## src/sv/chd_pkg.sv

```systemverilog
`timescale 1ns / 1ps
// Shared types and constants of the content hash deduplicating cache.
package chd_pkg;

  // FNV-1a 64-bit offset basis. The prime 0x100000001B3 is applied as shifts and adds.
  localparam logic [63:0] FNV_BASIS = 64'hCBF2_9CE4_8422_2325;

  typedef enum logic [1:0] {
    ACT_BYTE   = 2'd0,
    ACT_LOOKUP = 2'd1,
    ACT_STORE  = 2'd2,
    ACT_IGNORE = 2'd3
  } action_e;

  typedef enum logic [2:0] {
    ST_HIT       = 3'd0,
    ST_INSERTED  = 3'd1,
    ST_NOT_FOUND = 3'd2,
    ST_FULL      = 3'd3,
    ST_INVALID   = 3'd4
  } status_e;

  typedef enum logic [2:0] {
    S_IDLE,
    S_MUL_B,
    S_MUL_C,
    S_MUL_D,
    S_DECIDE,
    S_SEARCH,
    S_RESULT
  } state_e;

  // One table entry as held in the slot memory.
  typedef struct packed {
    logic [63:0] hash;
    logic [31:0] handle;
    logic [7:0]  stage;
    logic [2:0]  language;
  } entry_t;

  // What a finished request does when its result is delivered.
  typedef struct packed {
    status_e status;
    logic    write_entry;
    logic    bump_handle;
    logic    count_hit;
    logic    count_miss;
  } verdict_t;

  typedef struct packed {
    logic     load;
    logic     mul_b;
    logic     mul_c;
    logic     mul_d;
    logic     search_start;
    logic     search_run;
    logic     emit;
    verdict_t verdict;
  } cmd_t;

  typedef struct packed {
    action_e action;
    logic    last;
    logic    hash_zero;
    logic    full;
    logic    search_done;
    logic    search_hit;
    logic    out_busy;
  } stat_t;

endpackage

```

## src/sv/chd_ctrl.sv

```systemverilog
`timescale 1ns / 1ps
// Sequencing state machine of the content hash deduplicating cache.
module chd_ctrl (
  input  logic             clk_i,
  input  logic             rst_ni,
  input  logic             in_valid_i,
  input  chd_pkg::action_e action_i,
  input  chd_pkg::stat_t   stat_i,
  output logic             in_stall_o,
  output chd_pkg::cmd_t    cmd_o
);
  import chd_pkg::*;

  state_e   state_q, state_d;
  verdict_t verdict_q, verdict_d;

  // A new entry is written unless the table is full.
  function automatic verdict_t insert_verdict(logic full, logic bump, logic miss);
    verdict_t v;
    v             = '0;
    v.count_miss  = miss;
    if (full) begin
      v.status = ST_FULL;
    end else begin
      v.status      = ST_INSERTED;
      v.write_entry = 1'b1;
      v.bump_handle = bump;
    end
    return v;
  endfunction

  always_ff @(posedge clk_i or negedge rst_ni) begin
    if (!rst_ni) begin
      state_q   <= S_IDLE;
      verdict_q <= '0;
    end else begin
      state_q   <= state_d;
      verdict_q <= verdict_d;
    end
  end

  always_comb begin
    state_d        = state_q;
    verdict_d      = verdict_q;
    cmd_o          = '0;
    cmd_o.verdict  = verdict_q;
    in_stall_o     = 1'b1;
    case (state_q)
      S_IDLE: begin
        in_stall_o = 1'b0;
        if (in_valid_i) begin
          cmd_o.load = 1'b1;
          case (action_i)
            ACT_BYTE:              state_d = S_MUL_B;
            ACT_LOOKUP, ACT_STORE: state_d = S_DECIDE;
            default:               state_d = S_IDLE;
          endcase
        end
      end
      S_MUL_B: begin
        cmd_o.mul_b = 1'b1;
        state_d     = S_MUL_C;
      end
      S_MUL_C: begin
        cmd_o.mul_c = 1'b1;
        state_d     = S_MUL_D;
      end
      S_MUL_D: begin
        cmd_o.mul_d = 1'b1;
        state_d     = stat_i.last ? S_DECIDE : S_IDLE;
      end
      S_DECIDE: begin
        case (stat_i.action)
          ACT_BYTE: begin
            if (stat_i.hash_zero) begin
              verdict_d = insert_verdict(stat_i.full, 1'b1, 1'b0);
              state_d   = S_RESULT;
            end else begin
              cmd_o.search_start = 1'b1;
              state_d            = S_SEARCH;
            end
          end
          ACT_LOOKUP: begin
            if (stat_i.hash_zero) begin
              verdict_d        = '0;
              verdict_d.status = ST_INVALID;
              state_d          = S_RESULT;
            end else begin
              cmd_o.search_start = 1'b1;
              state_d            = S_SEARCH;
            end
          end
          ACT_STORE: begin
            verdict_d = insert_verdict(stat_i.full, 1'b0, 1'b0);
            state_d   = S_RESULT;
          end
          default: state_d = S_IDLE;
        endcase
      end
      S_SEARCH: begin
        cmd_o.search_run = 1'b1;
        if (stat_i.search_done) begin
          state_d = S_RESULT;
          if (stat_i.search_hit) begin
            verdict_d           = '0;
            verdict_d.status    = ST_HIT;
            verdict_d.count_hit = 1'b1;
          end else if (stat_i.action == ACT_BYTE) begin
            verdict_d = insert_verdict(stat_i.full, 1'b1, 1'b1);
          end else begin
            verdict_d            = '0;
            verdict_d.status     = ST_NOT_FOUND;
            verdict_d.count_miss = 1'b1;
          end
        end
      end
      S_RESULT: begin
        if (!stat_i.out_busy) begin
          cmd_o.emit = 1'b1;
          state_d    = S_IDLE;
        end
      end
      default: state_d = S_IDLE;
    endcase
  end

endmodule

```

## config.mk

```make
export PLATFORM = sky130hd
export DESIGN_NAME = chd_ctrl
export DESIGN_NICKNAME = d
export VERILOG_FILES = /design/src/sv/chd_pkg.sv /design/src/sv/chd_ctrl.sv
export SDC_FILE = /design/constraint.sdc
export NUM_CORES = 1
export LEC_CHECK = 0
export ABC_AREA = 1
export BUFFER_PORTS_ARGS = -buffer_cell sky130_fd_sc_hd__buf_4
export CAP_MARGIN = 20
export CORE_ASPECT_RATIO = 1.2
export CORE_MARGIN = 2
export CORE_UTILIZATION = 44
export CTS_CLUSTER_SIZE = 25
export DETAILED_ROUTE_END_ITERATION = 10
export PLACE_DENSITY = 0.74
export SLEW_MARGIN = 20
export SYNTH_ARGS = -nofsm -noshare
export SYNTH_HDL_FRONTEND = slang
export SYNTH_SLANG_ARGS = --single-unit
```

## constraint.sdc

```tcl
create_clock -name clk_i -period 1.21 [get_ports clk_i]
set_input_delay 0.0605 -clock clk_i [delete_from_list [all_inputs] [get_ports clk_i]]
set_output_delay 0.0605 -clock clk_i [all_outputs]
set_load 0.005 [all_outputs]
```

==> impl_metrics.tcl, run 1 <==
set metrics [dict create \
    maxCapViolations 0 \
    hpwl_um 1560 \
    power.leakage_nw 0.781 \
    fp.coreArea_mm2 0.00179 \
    area_growth_pct 74.5 \
    final_cell_area_mm2 0.00143 \
    finalHoldViolations 0 \
    grt.total_usage_pct 24.9 \
    arrival_ns 1.30 \
    slowest_stage "dfrtp_2" \
    globalRouteOverflowTotal 0 \
    die_w_um 43.4 \
    antennaDiodeCount 0 \
    seq_area_um2 254 \
    yosysTopAreaCellShare_pct 30.6 \
    crit_family "flip-flops" \
    setup_slack_ns -0.146 \
    critical_path.most_common_cell "buf_6" \
    tns_ns -1.72 \
    final_layout_size_suffix_gt1_share_pct 52.9 \
    powerDensity_mw_per_mm2 2010 \
    dr.pass1.iters 4 \
    drtAntennaViolNets 0 \
    place_area_mm2 0.00110 \
    drcViolationCount 0 \
    vias 1044 \
    place_congestion 0.847 \
    max_freq_mhz 737 \
    post-synth-top-count-cell "nand2_1" \
    synth_cell_types 23 \
    clk_pin_slew_worst_paths_ns 0.06 \
    synth_commonest_cells "38 x nand2_1, 16 x inv_1, 16 x nor2_1, 14 x nand3_1, 10 x dfrtp_1" \
    syn_area_per_cell_um2 6.65 \
    path_max_fanout 6 \
    drt_iter0_drc 26 \
    power_mw 2.87 \
    worst_pin_slew_ns 0.385 \
    ys_ff_latch 10 \
    htreeDepth 1 \
    cp_num_buf_inv 3 \
    syn-num-nets 142 \
    slowest_delay_ns 0.53 \
    vias_per_cell 5.41 \
    drv_slew 0 \
    synth_area_leader_cell "dfrtp_1" \
    path_cells "buf_6 -> buf_6 -> nand2_4 -> nor2_4 -> buf_6" \
    antenna_found_initial 0 \
    rsz0062_at_grt "yes" \
    synth-main-ff-cell "dfrtp_1" \
    finalSetupViolations 17 \
    cts_sinks 10 \
    numCtsBuffers 3 \
    ios 28 \
    timing.hold.ws_ns 0.0743 \
    critPathKind "flop to output pin" \
    hold_path_class "input pin to flop" \
    start_kind "flop" \
    num_rows 17 \
    multiInputGateArea_um2 608 \
    synth_warnings 0 \
    grt_pass1_vias 949 \
    cts_tree "built" \
    cts.root.buffer_cell "clkbuf_4" \
    ys_seq_area_share_pct 30.6 \
    routedWlPerCell_um 15.5 \
    fp.dieH_um 51.2 \
    relSlewSlack_pct 74.4 \
    status "complete, but fails checks" \
    synthArstFlopShare_pct 100 \
    synth_area_leaders "dfrtp_1 31%, nand2_1 17%, ha_1 9.2%, nand3_1 8.6%, inv_1 7.3%" \
    worst_ir_drop_vdd_mv 1.21 \
    syn_inst 123 \
    fillers 117 \
    worstPathRequired_ns 1.15 \
    start_util_pct 45.8 \
    grt_pass1_wl_um 4120 \
    synth.cell_area_um2 818 \
    violations "negative setup slack" \
    post-route-period-util_pct 112 \
    portBuffers 27 \
    min_period_ns 1.36 \
    fin_skew_ns 0.00256 \
    grt_max_degree 11 \
    cp-end-kind "output pin" \
    clock_latency_ns 0.27 \
    die-area_mm2 0.00222 \
    clock_path_buffers 2 \
    wirelength_um 2990 \
    synth_edf_count 0 \
    nets 195 \
]
[worst reg2reg max path, cell delays in order (launching register included)]
cell,delay [ns]
dfrtp_2,0.49
inv_4,0.12
nand3_4,0.10
buf_6,0.15
buf_6,0.12
nand2_2,0.08
nand2_1,0.07
nand3_1,0.08
nand2_1,0.05
[sequential cells by signal (all words and copies together) (netlist names)]
signal	cells
cmd_o	7
state_q	3
[final cells by class]
class,instances,area share [%]
Sequential cell,10,17.8
Timing Repair Buffer,51,30.7
Inverter,19,5.70
Tap cell,19,1.67
Multi-Input combinational cell,91,42.6
Clock buffer,3,1.58
[per-layer routing]
metal  share of wire (%)  GRT usage, %  vias up
li1                    -             -      488
met1                  40          30.4      494
met2                  49          39.3       44
met3                 5.6          3.89       18
met4                 5.7          17.2        0
met5                   0             0        -
[cell usage in the layout, fill, tap and decap left out, types with 4 or more instances in the layout]
| master | n |
|---|---|
| inv_4 | 4 |
| nand3_1 | 9 |
| buf_4 | 36 |
| nand3_2 | 4 |
| nor2_2 | 4 |
| ha_1 | 6 |
| nand2_1 | 29 |
| inv_1 | 13 |
| nor2_1 | 10 |
| nand2_2 | 8 |
| dfrtp_1 | 7 |
| buf_6 | 14 |
[where the power goes]
part	internal, mW	switching [mW]
clock network	0.115	0.112
registers	0.486	0.194
logic	0.980	0.988
total	1.58	1.29
[kinds of logic (layout without fill, tap and decap cells)]
group | after synthesis | count (layout) | synth area share [%]
buffers and inverters | 22 | 73 | 11.6
AOI/OAI and AO/OA | 7 | 7 | 5.81
and+or+nand+nor | 78 | 78 | 42.8
DFF | 10 | 10 | 30.6
adders and majority gates | 6 | 6 | 9.17
[path summary, 6_finish.rpt]
path                       slack, ns  cells past startpoint    endpoint  startpoint
max in group asynchronous       0.89                      2  state_q[2]      rst_ni
min reg2reg                     0.48                      2    cmd_o[0]    cmd_o[0]
min                             0.07                      4    cmd_o[0]   stat_i[1]
max reg2reg                    -0.14                      8    cmd_o[3]  state_q[1]
max                            -0.15                      5   cmd_o[12]  state_q[0]
min in group asynchronous       0.17                      2    cmd_o[1]      rst_ni
[stage by stage]
step,setup slack [ns],instances,utilization (%)
floorplan,0.0572,123,-
global placement,-0.0206,177,61.8
detailed placement,-0.0863,177,61.8
CTS,-0.0990,190,74.6
global route,-0.201,193,79.9
finish,-0.146,193,79.9
[timing repair]
item	in CTS	in global routing
hold buffers	1	0
setup buffers	9	3
pin swaps	18	6
endpoints found under the setup margin	15	18
endpoints found under the hold margin	10	0
resized for setup	33	23
cloned	1	0
(Power assumes the default switching activity.)
==> inputs of run 2 (changes only) <==
--- a/config.mk
+++ b/config.mk
@@ -6,14 +6,12 @@
 export NUM_CORES = 1
 export LEC_CHECK = 0
 export ABC_AREA = 1
-export BUFFER_PORTS_ARGS = -buffer_cell sky130_fd_sc_hd__buf_4
 export CAP_MARGIN = 20
 export CORE_ASPECT_RATIO = 1.2
-export CORE_MARGIN = 2
-export CORE_UTILIZATION = 44
+export CORE_UTILIZATION = 45
 export CTS_CLUSTER_SIZE = 25
 export DETAILED_ROUTE_END_ITERATION = 10
-export PLACE_DENSITY = 0.74
+export DONT_BUFFER_PORTS = 1
 export SLEW_MARGIN = 20
 export SYNTH_ARGS = -nofsm -noshare
 export SYNTH_HDL_FRONTEND = slang
==> constraint.sdc (replaced) <==
create_clock -name clk_i -period 1.21 [get_ports clk_i]
set_input_delay 0.242 -clock clk_i [delete_from_list [all_inputs] [get_ports clk_i]]
set_output_delay 0.242 -clock clk_i [all_outputs]
set_load 0.005 [all_outputs]
==> run 2 against run 1 <==
The run still ends with negative setup slack left. Cell area down 13%. Non-clock buffer count down 25. Maximum frequency down 3.2%. Cell count down 13%. Clock power down 6%. Critical path depth down 3. Register-to-register slack worse by 0.04 ns. Sequential power down 1%. Sequential cell count unchanged. Utilization down 4.8 points. Critical path type unchanged. Largest cell class unchanged.
==> impl_metrics.tcl, run 2 (same netlist as run 1, synthesis figures left out) <==
set metrics [dict create \
    clk_pin_slew_worst_paths_ns 0.06 \
    fin_cells 167 \
    clkPwrFrac_pct 8.3 \
    reg2regPathDepth 7 \
    path_max_fanout 6 \
    dr.pass1.iters 4 \
    clock_latency_ns 0.26 \
    wl_met2_um 1230 \
    portBuffers 0 \
    htreeDepth 1 \
    slowest_stage "dfrtp_2" \
    min_period_ns 1.40 \
    drv_slew 0 \
    largest_register_ffs 7 \
    antenna_found_initial 0 \
    numCtsBuffers 3 \
    cts_sinks 10 \
    worst_ir_drop_vdd_mv 1.56 \
    drtAntennaViolNets 0 \
    drcViolationCount 0 \
    top_layer "met4" \
    wirelength_um 2330 \
    antennaDiodeCount 0 \
    grt_pass1_vias 789 \
    final_common_cell "nand2_1" \
    timing.hold.ws_ns 0.150 \
    seq_power_share_pct 26.0 \
    relSlewSlack_pct 69.2 \
    grt.total_usage_pct 22.9 \
    max_freq_mhz 714 \
    reg2reg_to "state_q[0]" \
    status "complete, but fails checks" \
    fin_skew_ns 0.00329 \
    fp.dieH_um 48.7 \
    place_congestion 0.811 \
    vias 889 \
    ios 28 \
    powerDensity_mw_per_mm2 2060 \
    wl_met3_um 74 \
    grt_max_degree 11 \
    area_growth_pct 52.6 \
    slowest_delay_ns 0.49 \
    maxCapViolations 0 \
    fillers 130 \
    switchingPower_mw 1.17 \
    setup_slack_ns -0.191 \
    hpwl_um 1450 \
    r2r_slack_ns -0.18 \
    worst_pin_slew_ns 0.461 \
    worstPathRequired_ns 0.97 \
    tns_ns -2.31 \
    min_to "cmd_o[0]" \
    start_util_pct 49.2 \
    die-area_mm2 0.00199 \
    drt_iter0_drc 27 \
    dp_cells 153 \
    netSwitchingFraction_pct 45.5 \
    critPathKind "flop to output pin" \
    violations "negative setup slack" \
    fp.coreArea_mm2 0.00166 \
    path_cells "buf_6 -> nor4_4" \
    mostFrequentLayoutCells "30 x nand2_1, 16 x buf_4, 13 x inv_1" \
    arrival_ns 1.16 \
    finalHoldViolations 0 \
    start_kind "flop" \
    grt_pass1_wl_um 3280 \
    routedWlPerCell_um 14.0 \
    die_w_um 40.9 \
    post-route-period-util_pct 116 \
    clock_path_buffers 2 \
    num_rows 16 \
    final_layout_size_suffix_gt1_share_pct 46.3 \
    power.leakage_nw 0.657 \
    wl_met1_um 1000 \
    finalSetupViolations 18 \
    cts.root.buffer_cell "clkbuf_4" \
    worstHoldStart "stat_i[1]" \
    rsz0062_at_grt "yes" \
    cts_tree "built" \
    hold_path_depth 3 \
    internal_power_mw 1.40 \
    p_comb_share_pct 65.6 \
    cp-end-kind "output pin" \
    globalRouteOverflowTotal 0 \
    r2r_start "state_q[1]" \
    hold_path_class "input pin to flop" \
    nets 170 \
    vias_per_cell 5.32 \
]
==> run 2: cell count changes in the layout (fill, tap and decap cells not counted) <==
cell | before | now
buf_4 | 36 | 16
inv_6 | 0 | 1
nor3_2 | 1 | 0
inv_4 | 4 | 2
nand3_1 | 9 | 6
nor3_4 | 1 | 2
nand2_1 | 29 | 30
buf_6 | 14 | 7
nand3_4 | 3 | 2
nand3_2 | 4 | 8
nand2_2 | 8 | 7
buf_12 | 0 | 2
inv_2 | 2 | 3
==> run 2: worst max path at each step <==
stage                from    endpoint  slack, ns  cells after the start
6_report       state_q[0]    cmd_o[7]      -0.19                      2
5_1_grt        state_q[1]  state_q[1]      -0.26                      7
3_3_place_gp    stat_i[7]    cmd_o[6]      -0.10                      6
4_1_cts        state_q[0]    cmd_o[7]      -0.17                      2
2_1_floorplan   stat_i[6]    cmd_o[0]      0.009                      7
3_5_place_dp    stat_i[7]    cmd_o[6]      -0.12                      7
==> run 2: timing repair <==
item	4_1_cts	5_1_grt
hold endpoints to repair	10	0
setup endpoints to repair	17	18
setup buffers	6	4
pin swaps	14	17
cloned	0	0
hold buffers	1	0
resized for setup	28	23
==> run 2: cell type report <==
class / count / area, um2 / share of cell area [%]
Clock buffer: 3 / 22.5 / 1.80
Inverter: 19 / 81.3 / 6.51
Multi-Input combinational cell: 91 / 619 / 49.6
Sequential cell: 10 / 254 / 20.3
Tap cell: 18 / 22.5 / 1.80
Timing Repair Buffer: 26 / 249 / 19.9
==> run 2: power groups by stage <==
stage / Combinational [mW] / Clock (mW) / Sequential, mW
floorplan: 0.700 / 0 / 0.569
global placement: 1.01 / 0 / 0.629
detailed placement: 1.03 / 0 / 0.633
CTS: 1.32 / 0.210 / 0.651
global route: 1.82 / 0.234 / 0.692
finish: 1.69 / 0.214 / 0.670
==> run 2: stage by stage <==
step	instance area, um2	setup WS [ns]	util, %	power, mW
final	1250	-0.191	75.2	2.57
after global routing	1250	-0.258	75.2	2.74
after CTS	1120	-0.167	67.6	2.18
after detailed placement	942	-0.117	56.7	1.66
after global placement	942	-0.105	56.7	1.64
after floorplan	818	0.00935	-	1.27
==> run 2: worst max-delay path, delay by kind of cell, from the launching register on <==
| family | cells | cell delay [ns] |
|---|---|---|
| DFF | 1 | 0.49 |
| and+or+nand+nor | 1 | 0.26 |
| buffers and inverters | 1 | 0.15 |
==> run 2: layer usage <==
metal  global-route usage (%)  up-vias
li1                         -      440
met5                        0        -
met3                     3.67        5
met1                     32.5      418
met4                     6.67        0
met2                     34.4       26
